--- src/hdl/cv_keyframe_interpolator_macros.svh ---
// Assertion helpers for the keyframe interpolator.
// Both forms expect clk and rst_n in scope.
`ifndef CV_KEYFRAME_INTERPOLATOR_MACROS_SVH
`define CV_KEYFRAME_INTERPOLATOR_MACROS_SVH

// Consequent must hold in the same cycle as the antecedent.
`define KFI_ASSERT_NOW(lbl, ante, cons, msg) \
  lbl: assert property (@(posedge clk) disable iff (!rst_n) (ante) |-> (cons)) \
    else $error(msg);

// Consequent must hold in the cycle after the antecedent.
`define KFI_ASSERT_NEXT(lbl, ante, cons, msg) \
  lbl: assert property (@(posedge clk) disable iff (!rst_n) (ante) |=> (cons)) \
    else $error(msg);

`endif

--- src/hdl/kfi_div.sv ---
// ----------------------------------------------------------------------------
// kfi_div
// Restoring unsigned divider, one quotient bit per cycle.
// ----------------------------------------------------------------------------
`default_nettype none

module kfi_div #(
  parameter int NUMW = 33,
  parameter int DENW = 15
) (
  input  logic            clk,
  input  logic            rst_n,
  input  logic            start,
  input  logic [NUMW-1:0] num,
  input  logic [DENW-1:0] den,
  output logic            done,
  output logic [NUMW-1:0] quot
);

  localparam int CNTW = $clog2(NUMW + 1);

  logic            busy_r, busy_nxt;
  logic            done_r, done_nxt;
  logic [CNTW-1:0] cnt_r, cnt_nxt;
  logic [NUMW-1:0] q_r, q_nxt;
  logic [DENW-1:0] rem_r, rem_nxt;
  logic [DENW:0]   rem_sh;

  assign rem_sh = {rem_r, q_r[NUMW-1]};

  always_comb begin
    busy_nxt = busy_r;
    done_nxt = 1'b0;
    cnt_nxt  = cnt_r;
    q_nxt    = q_r;
    rem_nxt  = rem_r;
    if (start) begin
      busy_nxt = 1'b1;
      cnt_nxt  = CNTW'(NUMW);
      q_nxt    = num;
      rem_nxt  = '0;
    end else if (busy_r) begin
      // trial subtract the shifted remainder
      if (rem_sh >= {1'b0, den}) begin
        rem_nxt = DENW'(rem_sh - {1'b0, den});
        q_nxt   = {q_r[NUMW-2:0], 1'b1};
      end else begin
        rem_nxt = rem_sh[DENW-1:0];
        q_nxt   = {q_r[NUMW-2:0], 1'b0};
      end
      cnt_nxt = cnt_r - CNTW'(1);
      if (cnt_r == CNTW'(1)) begin
        busy_nxt = 1'b0;
        done_nxt = 1'b1;
      end
    end
  end

  always_ff @(posedge clk) begin
    if (!rst_n) begin
      busy_r <= 1'b0;
      done_r <= 1'b0;
      cnt_r  <= '0;
    end else begin
      busy_r <= busy_nxt;
      done_r <= done_nxt;
      cnt_r  <= cnt_nxt;
    end
    q_r   <= q_nxt;
    rem_r <= rem_nxt;
  end

  assign done = done_r;
  assign quot = q_r;

endmodule

`default_nettype wire

--- config.mk ---
export PLATFORM = sky130hd
export DESIGN_NAME = kfi_div
export DESIGN_NICKNAME = d
export VERILOG_FILES = /design/src/hdl/cv_keyframe_interpolator_macros.svh /design/src/hdl/kfi_div.sv
export SDC_FILE = /design/constraint.sdc
export NUM_CORES = 1
export LEC_CHECK = 0
export ABC_AREA = 1
export BUFFER_PORTS_ARGS = -buffer_cell sky130_fd_sc_hd__buf_2
export CAP_MARGIN = 20
export CORE_MARGIN = 2
export CORE_UTILIZATION = 49
export CTS_CLUSTER_SIZE = 40
export DETAILED_ROUTE_END_ITERATION = 10
export GPL_TIMING_DRIVEN = 1
export PLACE_DENSITY = 0.74
export SYNTH_ARGS = -nofsm -noshare
export SYNTH_HDL_FRONTEND = slang
export SYNTH_SLANG_ARGS = --single-unit
--- constraint.sdc ---
create_clock -name clk -period 2 [get_ports clk]
set_clock_uncertainty 0.15 [all_clocks]
set_input_delay 0.4 -clock clk [delete_from_list [all_inputs] [get_ports clk]]
set_output_delay 0.4 -clock clk [all_outputs]
set_load 0.01 [all_outputs]
==> results.md, run 1 <==
* DIE HEIGHT at 88.9 microns
* # fillers at 634
* Max FO, Critical Path at 10
* Crit path capture type: register
* Hold Path Class: in -> reg
* CTS Buffer Depth at 2
* HPWL Detailed at 6.65 mm
* Lkg Pwr at 2.52 nW
* CTS tree: yes
* Grt peak-use layer: met2
* H-tree levels at 2
* Number of remaining DRC errors at 0
* VDD IR-drop max at 0.404 mV
* Routability cong. at 0.854
* Core ar. at 0.00687 sq mm
* Clock Sinks at 56
* CTS root buffer: clkbuf_8
* Netlist Area Pre-Place at 0.00353 sq mm
* Slowest-stage cell, CP: edfxtp_1
* Via count at 3376
* Failing checks: negative setup slack
* PwrDens at 587 mW/mm^2
* Final WS setup at -0.0789 ns
* GR Util All Layers at 21.3%
* Syn Inst Count at 495
* Cell Rows at 30
* Max-slew violation count at 0
* Largest net degree at the start of global routing at 32
* Iteration-0 DRC Markers at 205
* Final hold vios at 0
* Post-route ant nets at 0
* Clk_lat worst skew at 0.31 ns
* M2 GR Usage at 36.6%
* Grt ovf at 0
* M3 GR Usage at 3.92%
* Worst setup path class: reg -> reg
* Initial antenna violation count at 0
* Die Area at 0.00790 sq mm
* WL final at 8.65 mm
* Unrepaired setup endpoints after global routing: true
* Final nets at 675
* Period utilisation layout at 104%
* Vias/cell at 4.80
* Post-synth cell types at 33
* Setup TNS at -0.694 ns
* Min cycle time layout at 2.08 ns
* Sequential element share of the synthesized area at 41.1%
* FF-to-FF setup slack at -0.08 ns
* Avg Cell Area, Syn at 7.13 sq um
* I/O Buffers at 84
* Post-synthesis register bit count at 56
* Hold WS at 0.177 ns
* P&R area growth vs syn at 27.4%
* Most common cell after layout, fill and taps aside: nand2_1
* Critical Path Source Type: register
* Crit path largest cell delay at 0.40 ns
* Pre-Repair DR Iteration Count at 4
* Layout cell share with drive strength beyond 1 at 25.5%
* Worst path arrival time at 2.18 ns
* Post-route design area at 0.00449 sq mm
* CP top delay family: simple AND/OR/NAND/NOR gates
* Routed WL per cell at 12.3 microns
* Ys Warns at 0
* First-pass GRT wire length at 13.1 mm
* Met1 global-route usage at 27.6%
* Overall power at 2.64 mW
* Most frequent cells in the layout: nand2_1, buf_2, inv_1, nand3_1, edfxtp_1
* Slew @ Worst Pin at 0.355 ns
* Vias in the first global route at 3003
* Final setup vio count at 16
* Clock slew at reported path FFs at 0.10 ns
* Total CTS buffers at 5
* Initial Util at 51.4%
* Max-slew headroom at 76.3%
* Status: finished with violations
* Post-DP Area at 0.00430 sq mm
* Worst Path Required at 2.10 ns
* Num ports at 85
* Crit path buf inv count at 4
* Max-capacitance violation count at 0
* CP cell instances: inv_2 -> ha_4 -> fa_2 -> inv_2 -> nand2_2 -> nand2_2 -> nand3_2 -> nand3_2 -> nand2_4 -> buf_12 -> nand3_2 -> nand2_1 -> inv_1 -> nand2_1 -> nand2_1
* Util after Layout at 65.4%
* Fmax at 481 MHz
* Die width at 88.9 microns
* Syn_nets at 564
## per-stage QoR
| step | worst slack, ns | std cells |
|---|---|---|
| finish | -0.0789 | 704 |
| global route | -0.189 | 703 |
| CTS | -0.0316 | 702 |
| detailed placement | -0.164 | 694 |
| global placement | -0.141 | 694 |
| floorplan | -0.0251 | 495 |
## worst reg2reg max path: cells and delay by family, from the launching register on
kind / cells / cell delay (ns)
adder cells (fa/ha/maj): 2 / 0.51
buffers and inverters: 4 / 0.37
flip-flops: 1 / 0.40
AND/OR/NAND/NOR: 9 / 0.58
## final cells by class
class,instances,area (sq um),area share [%]
multi-input combinational,350,1810,40.2
sequential,56,1450,32.3
timing repair buffer,116,714,15.9
inverter,77,289,6.43
tap,96,120,2.67
clock buffer,6,72.6,1.61
clock inverter,2,38.8,0.863
antenna,1,2.50,0.0557
## sequential cells by signal, summed over array words and instances, names as in the netlist
name / cells
rem_r: 15
cnt_r: 6
busy_r: 1
done: 1
quot: 33
## where the power goes
part | switching, mW | leakage [nW] | total, mW | internal, mW
sequential | 0.0457 | 0.524 | 1.37 | 1.33
clock | 0.364 | 0.0558 | 0.743 | 0.379
combinational | 0.300 | 1.94 | 0.525 | 0.225
## Yosys cell counts
| cell | n | area share (%) |
|---|---|---|
| ha_1 | 17 | 6.0 |
| nand4_1 | 5 | 0.89 |
| fa_1 | 1 | 0.57 |
| o211a_1 | 1 | 0.28 |
| inv_2 | 1 | 0.11 |
| clkbuf_1 | 7 | 0.74 |
| a31oi_1 | 2 | 0.35 |
| a21oi_4 | 1 | 0.46 |
| buf_2 | 2 | 0.28 |
| a21oi_1 | 5 | 0.71 |
| buf_6 | 1 | 0.32 |
| and2_4 | 1 | 0.25 |
| nand2_2 | 1 | 0.18 |
| a211oi_1 | 1 | 0.21 |
| nor3_4 | 1 | 0.46 |
| nor4_1 | 1 | 0.18 |
| buf_4 | 1 | 0.21 |
| xnor2_1 | 3 | 0.74 |
| o21ai_0 | 8 | 1.1 |
| nor3_1 | 3 | 0.43 |
| nor2_1 | 22 | 2.3 |
| nand2_1 | 217 | 23 |
| nand2_4 | 2 | 0.64 |
| dfxtp_1 | 23 | 13 |
| inv_1 | 76 | 8.1 |
| edfxtp_1 | 33 | 28 |
| nand3_2 | 5 | 1.4 |
| buf_8 | 1 | 0.43 |
| and2_1 | 2 | 0.35 |
| buf_1 | 1 | 0.11 |
| nand3_1 | 41 | 5.8 |
| xor2_1 | 4 | 0.99 |
| nand3b_1 | 5 | 1.1 |
## path summary, 6_finish.rpt
path / to / from / cells past startpoint
max: rem_r[12]$_SDFFE_PP0P_ / quot[32]$_DFFE_PP_ / 15
max reg2reg: rem_r[12]$_SDFFE_PP0P_ / quot[32]$_DFFE_PP_ / 15
min: cnt_r[5]$_SDFFE_PN0P_ / rst_n / 3
min reg2reg: rem_r[10]$_SDFFE_PP0P_ / rem_r[10]$_SDFFE_PP0P_ / 2
## metal layers
layer  vias up  wire length [microns]
li1       1764                      -
met1      1504                   3800
met2        96                   4290
met3        12                    437
met4         0                    121
met5         -                      0
## timing repair
action,CTS,global route
cloned,0,1
endpoints found under the setup margin,16,16
pin swaps,0,6
buffers inserted,0,0
resized for setup,9,13
hold buffers,0,0
## kinds of logic (layout without fill, tap and decap cells)
family | Yosys count | in the layout | share of synthesized area (%)
adder cells (fa/ha/maj) | 18 | 18 | 6.60
buffers and inverters | 90 | 201 | 10.3
AO/OA/AOI/OAI | 18 | 18 | 3.16
XOR/XNOR | 7 | 7 | 1.74
other | 0 | 1 | 0
flip-flops | 56 | 56 | 41.1
AND/OR/NAND/NOR | 306 | 307 | 37.1
No activity file was read; power rests on OpenSTA's default activity.
==> run 2: changes to the inputs <==
--- a/config.mk
+++ b/config.mk
@@ -9,11 +9,11 @@
 export BUFFER_PORTS_ARGS = -buffer_cell sky130_fd_sc_hd__buf_2
 export CAP_MARGIN = 20
 export CORE_MARGIN = 2
-export CORE_UTILIZATION = 49
+export CORE_UTILIZATION = 58
 export CTS_CLUSTER_SIZE = 40
 export DETAILED_ROUTE_END_ITERATION = 10
 export GPL_TIMING_DRIVEN = 1
-export PLACE_DENSITY = 0.74
+export PLACE_DENSITY = 0.83
 export SYNTH_ARGS = -nofsm -noshare
 export SYNTH_HDL_FRONTEND = slang
 export SYNTH_SLANG_ARGS = --single-unit
==> constraint.sdc (replaced) <==
create_clock -name clk -period 2.5 [get_ports clk]
set_clock_uncertainty 0.15 [all_clocks]
set_input_delay 0.5 -clock clk [delete_from_list [all_inputs] [get_ports clk]]
set_output_delay 0.5 -clock clk [all_outputs]
set_load 0.01 [all_outputs]
==> run 2 against run 1 <==
The run now ends clean. Combinational power is 30% lower. Flip-flop and latch count is the same. Register-to-register slack better by 0.29 ns. Critical path depth fell by 2. Global-route usage increased by 3.1 points. Wire length shrank 6.4%. Design area shrank 8.7%. First-iteration DRC count up 38%. Largest power group unchanged.
==> results.md, run 2 (synthesized netlist as in run 1, its figures left out) <==
* PwrDens at 472 mW/mm^2 (-20%)
* Number of remaining DRC errors at 0 (unchanged)
* Dpl cells at 646 (-6.9%)
* Status: finished, final reports clean
* Via count at 3317 (-1.7%)
* Initial Util at 59.9% (+8.6 points)
* Most frequent cells in the layout: nand2_1, buf_2, inv_1, nand3_1, edfxtp_1
* Slew @ Worst Pin at 0.979 ns (+0.625 ns)
* Layout cell share with drive strength beyond 1 at 18.5% (-7.1 points)
* Unrepaired setup endpoints after global routing: false
* Hold_buf cts at 0 (unchanged)
* H-tree levels at 2 (unchanged)
* Crit path capture type: register
* Core ar. at 0.00589 sq mm (-14%)
* Number of flip-flops under the largest register name at 33 (unchanged)
* Max-capacitance violation count at 0 (unchanged)
* Post-DP Area at 0.00402 sq mm (-6.4%)
* Clk_lat worst skew at 0.30 ns (about the same)
* CTS Buffer Depth at 2 (unchanged)
* HPWL Detailed at 6.36 mm (-4.3%)
* Final hold vios at 0 (unchanged)
* Min cycle time layout at 2.29 ns (+0.209 ns)
* # fillers at 509 (-20%)
* Most common cell after layout, fill and taps aside: nand2_1
* I/O Buffers at 84 (unchanged)
* Worst path arrival time at 2.32 ns (+0.14 ns)
* Overall power at 1.94 mW (-27%)
* WL final at 8.10 mm (-6.4%)
* Cell Rows at 28 (-6.7%)
* Post-route design area at 0.00410 sq mm (-8.7%)
* Vias/cell at 5.07 (+5.8%)
* Clock slew at reported path FFs at 0.09 ns (about the same)
* Fin cells at 654 (-7.1%)
* Fmax at 437 MHz (-9.1%)
* First-pass GRT wire length at 12.6 mm (-3.5%)
* N_diodes at 0 (-1)
* Multi-input logic area at 0.00171 sq mm (-5.1%)
* Worst Path Required at 2.53 ns (+0.43 ns)
* Max FO, Critical Path at 15 (+5)
* Max-slew violation count at 0 (unchanged)
* Initial antenna violation count at 0 (unchanged)
* VDD IR-drop max at 0.391 mV (-3.3%)
* Hold Path Class: in -> reg
* Lkg Pwr at 2.31 nW (-8.3%)
* Grt ovf at 0 (unchanged)
* CTS root buffer: clkbuf_8
* Setup TNS at 0 ns (+0.694 ns)
* Pre-Repair DR Iteration Count at 5 (+1)
* Largest net degree at the start of global routing at 38 (+19%)
* Vias in the first global route at 2862 (-4.7%)
* Post-route ant nets at 0 (unchanged)
* Period utilisation layout at 91.5% (-12 points)
* P&R area growth vs syn at 16.3%
* CTS tree: yes
* Num ports at 85 (unchanged)
* Die Area at 0.00672 sq mm (-15%)
* Routability cong. at 0.967 (+13%)
* Sequential cell area at 0.00145 sq mm (unchanged)
* Cts repair resizes at 0 (-9)
* GR Util All Layers at 24.4% (+3.1 points)
* Critical Path Source Type: register
* Routed WL per cell at 12.4 microns (+0.76%)
* Max-slew headroom at 34.5% (-42 points)
* Total CTS buffers at 5 (unchanged)
* Final nets at 647 (-4.1%)
* Iteration-0 DRC Markers at 282 (+38%)
* Final setup vio count at 0 (-16)
* Worst setup path class: reg -> reg
* DIE HEIGHT at 82.0 microns (-7.7%)
* Post-CTS setup buffers at 0 (unchanged)
* Clock Sinks at 56 (unchanged)
* Die width at 82.0 microns (-7.7%)
## run 2: cell count changes in the layout (fill, tap and decap cells not counted), sizes merged
cell | before | now
buf | 116 | 89
bufinv | 1 | 0
clkbuf | 6 | 7
clkinv | 0 | 1
diode | 1 | 0
inv | 78 | 77
nand2 | 221 | 220
## run 2: path summary, 6_finish.rpt
path | to | cells past startpoint | slack (ns) | from
max | rem_r[1]$_SDFFE_PP0P_ | 13 | 0.21 | quot[32]$_DFFE_PP_
min | cnt_r[5]$_SDFFE_PN0P_ | 3 | 0.28 | rst_n
max reg2reg | rem_r[1]$_SDFFE_PP0P_ | 13 | 0.21 | quot[32]$_DFFE_PP_
min reg2reg | rem_r[13]$_SDFFE_PP0P_ | 2 | 0.35 | rem_r[13]$_SDFFE_PP0P_
## run 2: cell type report
type                            instances  area share, %
Multi-Input combinational cell        349           41.8
Sequential cell                        56           35.4
Timing Repair Buffer                   89           11.5
Inverter                               77           7.04
Tap cell                               75           2.29
Clock buffer                            7           1.86
Clock inverter                          1          0.213
## run 2: per-stage QoR
step                      setup WS, ns  util [%]  hold WS [ns]
after floorplan                  0.309         -         0.293
after global placement           0.126      68.3         0.328
after detailed placement        0.0522      68.3         0.339
after CTS                        0.218      69.7         0.273
final                            0.212      69.7         0.282
after global routing            0.0412      69.7         0.288
## run 2: critical path, stage by stage (launching register included)
cell and delay, ns:
edfxtp_1 0.37, inv_1 0.07, ha_1 0.21, fa_1 0.40
inv_1 0.11, nand2_1 0.05, nand2_1 0.07, nand3_1 0.11
nand3_2 0.11, nand2_4 0.08, nand2_4 0.17, nand2_1 0.08
nand3_1 0.07, o21ai_0 0.11
## run 2: report_power, final
part / switching [mW] / internal (mW) / total, mW
Combinational: 0.224 / 0.143 / 0.366
Clock: 0.275 / 0.201 / 0.476
Sequential: 0.0360 / 1.06 / 1.10
## run 2: metal layers
metal | wire, microns | vias to the layer above | share of wire [%] | GRT usage, %
met2 | 3800 | 118 | 47 | 41.0
met1 | 3590 | 1475 | 44 | 32.1
met4 | 179 | 0 | 2.2 | 7.00
met3 | 525 | 19 | 6.5 | 4.40
li1 | - | 1705 | - | -
met5 | 0 | - | 0 | 0
==> run 3: changes to the inputs <==
--- a/config.mk
+++ b/config.mk
@@ -8,12 +8,12 @@
 export ABC_AREA = 1
 export BUFFER_PORTS_ARGS = -buffer_cell sky130_fd_sc_hd__buf_2
 export CAP_MARGIN = 20
-export CORE_MARGIN = 2
 export CORE_UTILIZATION = 58
 export CTS_CLUSTER_SIZE = 40
 export DETAILED_ROUTE_END_ITERATION = 10
 export GPL_TIMING_DRIVEN = 1
 export PLACE_DENSITY = 0.83
+export REMOVE_ABC_BUFFERS = 1
 export SYNTH_ARGS = -nofsm -noshare
 export SYNTH_HDL_FRONTEND = slang
 export SYNTH_SLANG_ARGS = --single-unit
==> run 3 against run 2 <==
Non-clock buffer count down 1. Critical path depth up 2. Fmax grew 2.9%. Final cell count is 0.15% lower. Utilization fell by 0.23 points. Clock power rose by 0.8%. Total power rose by 0.14%. Flip-flop and latch count did not move. Sequential power about the same. Wire length decreased by 2.7%. Critical path type unchanged. Critical endpoint is now rem_r[12]$_SDFFE_PP0P_. Largest cell class unchanged.
==> results.md, run 3 (synthesized netlist as in run 1, its figures left out) <==
* Max-capacitance violation count at 0 (unchanged)
* First-pass GRT wire length at 12.5 mm (-1.3%)
* Routed WL per cell at 12.1 microns (-2.5%)
* Slew @ Worst Pin at 0.933 ns (-0.0462 ns)
* Fmax at 450 MHz (+2.9%)
* Clk_lat worst skew at 0.30 ns (about the same)
* Num ports at 85 (unchanged)
* Initial Util at 59.9% (unchanged)
* Period utilisation layout at 89.0% (-2.6 points)
* Largest net degree at the start of global routing at 38 (unchanged)
* GR Util All Layers at 24.9% (+0.58 points)
* Via count at 3279 (-1.1%)
* Worst hold start: rst_n
* Vias/cell at 5.02 (-0.99%)
* Overall power at 1.94 mW (+0.14%)
* Max FO, Critical Path at 16 (+1)
* Die width at 80.0 microns (-2.4%)
* VDD IR-drop max at 0.424 mV (+8.5%)
* Number of remaining DRC errors at 0 (unchanged)
* CTS tree: yes
* RR Startpoint: quot[32]$_DFFE_PP_
* Max-slew violation count at 0 (unchanged)
* Vias in the first global route at 2917 (+1.9%)
* Max-slew headroom at 37.6% (+3.1 points)
* I/O Buffers at 84 (unchanged)
* N_diodes at 0 (unchanged)
* PwrDens at 475 mW/mm^2 (+0.47%)
* Most common cell after layout, fill and taps aside: nand2_1
* Initial antenna violation count at 0 (unchanged)
* Pre-Repair DR Iteration Count at 5 (unchanged)
* Clock Sinks at 56 (unchanged)
* Hold Path Class: in -> reg
* FF-to-FF setup slack at 0.28 ns (+0.06 ns)
* Worst Path Required at 2.58 ns (+0.05 ns)
* Worst hold path depth at 3 (unchanged)
* R2r endpoint: rem_r[12]$_SDFFE_PP0P_
* CTS Buffer Depth at 2 (unchanged)
* H-tree levels at 2 (unchanged)
* Routability cong. at 0.978 (+1.1%)
* Die Area at 0.00640 sq mm (-4.8%)
* Unrepaired setup endpoints after global routing: false
* Setup TNS at 0 ns (unchanged)
* P&R area growth vs syn at 15.9%
* HPWL Detailed at 6.12 mm (-3.8%)
* Final setup vio count at 0 (unchanged)
* Iteration-0 DRC Markers at 218 (-23%)
* Clock slew at reported path FFs at 0.10 ns (about the same)
* Status: finished, final reports clean
* Critical Path Source Type: register
* Layout cell share with drive strength beyond 1 at 18.9% (+0.38 points)
* Util after Layout at 69.5% (-0.23 points)
* Worst Hold Endpoint: cnt_r[5]$_SDFFE_PN0P_
* DIE HEIGHT at 80.0 microns (-2.4%)
* Worst path arrival time at 2.31 ns (about the same)
* DP Worst Slack at 0.0632 ns (+0.0110 ns)
* Crit path capture type: register
* Final nets at 646 (-0.15%)
* Lkg Pwr at 2.30 nW (-0.35%)
* Hold WS at 0.299 ns (+0.0175 ns)
* Most frequent cells in the layout: nand2_1, buf_2, inv_1, nand3_1, edfxtp_1
* Total CTS buffers at 5 (unchanged)
* Grt ovf at 0 (unchanged)
* Number of flip-flops under the largest register name at 33 (unchanged)
* Worst setup path class: reg -> reg
* Final WS setup at 0.276 ns (+0.0640 ns)
* Min cycle time layout at 2.22 ns (-0.0640 ns)
* Cell Rows at 28 (unchanged)
* Post-route ant nets at 0 (unchanged)
* Final hold vios at 0 (unchanged)
* CTS root buffer: clkbuf_8
* Core ar. at 0.00589 sq mm (unchanged)
* WL final at 7.88 mm (-2.7%)
* Hold_buf cts at 0 (unchanged)
* R2R depth at 15 (+2)
-- run 3: cell count changes in the layout (fill, tap and decap cells not counted) --
| cell | before | now |
|---|---|---|
| clkbuf_4 | 0 | 1 |
| buf_12 | 1 | 0 |
| inv_2 | 1 | 2 |
| clkbuf_1 | 2 | 1 |
| fa_1 | 1 | 0 |
| inv_1 | 76 | 75 |
| fa_2 | 0 | 1 |
-- run 3: area by class of cell --
type                       count  area [sq um]
inverter                      77           289
multi-input combinational    349          1720
tap                           75          93.8
clock inverter                 1          8.76
timing repair buffer          88           450
clock buffer                   7          80.1
sequential                    56          1450
fill                         512          1800
-- run 3: report_power, final --
part / switching (mW) / internal (mW)
registers: 0.0367 / 1.06
logic: 0.223 / 0.141
clock network: 0.268 / 0.212
total: 0.528 / 1.41
-- run 3: how the worst max path moves through the flow --
stage,startpoint,to,slack (ns)
6_report,quot[32]$_DFFE_PP_,rem_r[12]$_SDFFE_PP0P_,0.28
5_1_grt,quot[32]$_DFFE_PP_,rem_r[14]$_SDFFE_PP0P_,0.06
4_1_cts,quot[32]$_DFFE_PP_,rem_r[12]$_SDFFE_PP0P_,0.21
3_5_place_dp,den[0],rem_r[12]$_SDFFE_PP0P_,0.06
3_3_place_gp,den[0],rem_r[13]$_SDFFE_PP0P_,0.14
2_1_floorplan,den[0],rem_r[0]$_SDFFE_PP0P_,0.26
-- run 3: per-stage QoR --
| step | instance area (sq um) | instances |
|---|---|---|
| detailed placement | 4000 | 645 |
| global route | 4090 | 653 |
| floorplan | 3450 | 482 |
| CTS | 4090 | 653 |
| finish | 4090 | 653 |
| global placement | 4000 | 645 |
-- run 3: worst max-delay path, cell delays in order (launching register included) --
cell      delay (ns)
edfxtp_1        0.37
inv_1           0.08
ha_1            0.21
fa_2            0.36
inv_2           0.08
nand2_1         0.05
nand2_1         0.07
nand3_1         0.12
nand3_2         0.12
nand2_4         0.06
buf_4           0.19
nand3_1         0.08
nand2_1         0.05
inv_1           0.08
nand2_1         0.05
nand2_1         0.05
-- run 3: what timing repair did --
item,CTS,global route
resized for setup,0,2
endpoints found under the setup margin,0,5
endpoints found under the hold margin,0,0
setup buffers,0,0
-- run 3: per-layer routing --
metal	global-route usage, %	routed length [microns]	vias to the layer above
met1	32.0	3530	1444
met3	3.77	336	21
met4	8.04	185	0
met5	0	0	-
met2	42.8	3830	108
li1	-	-	1706
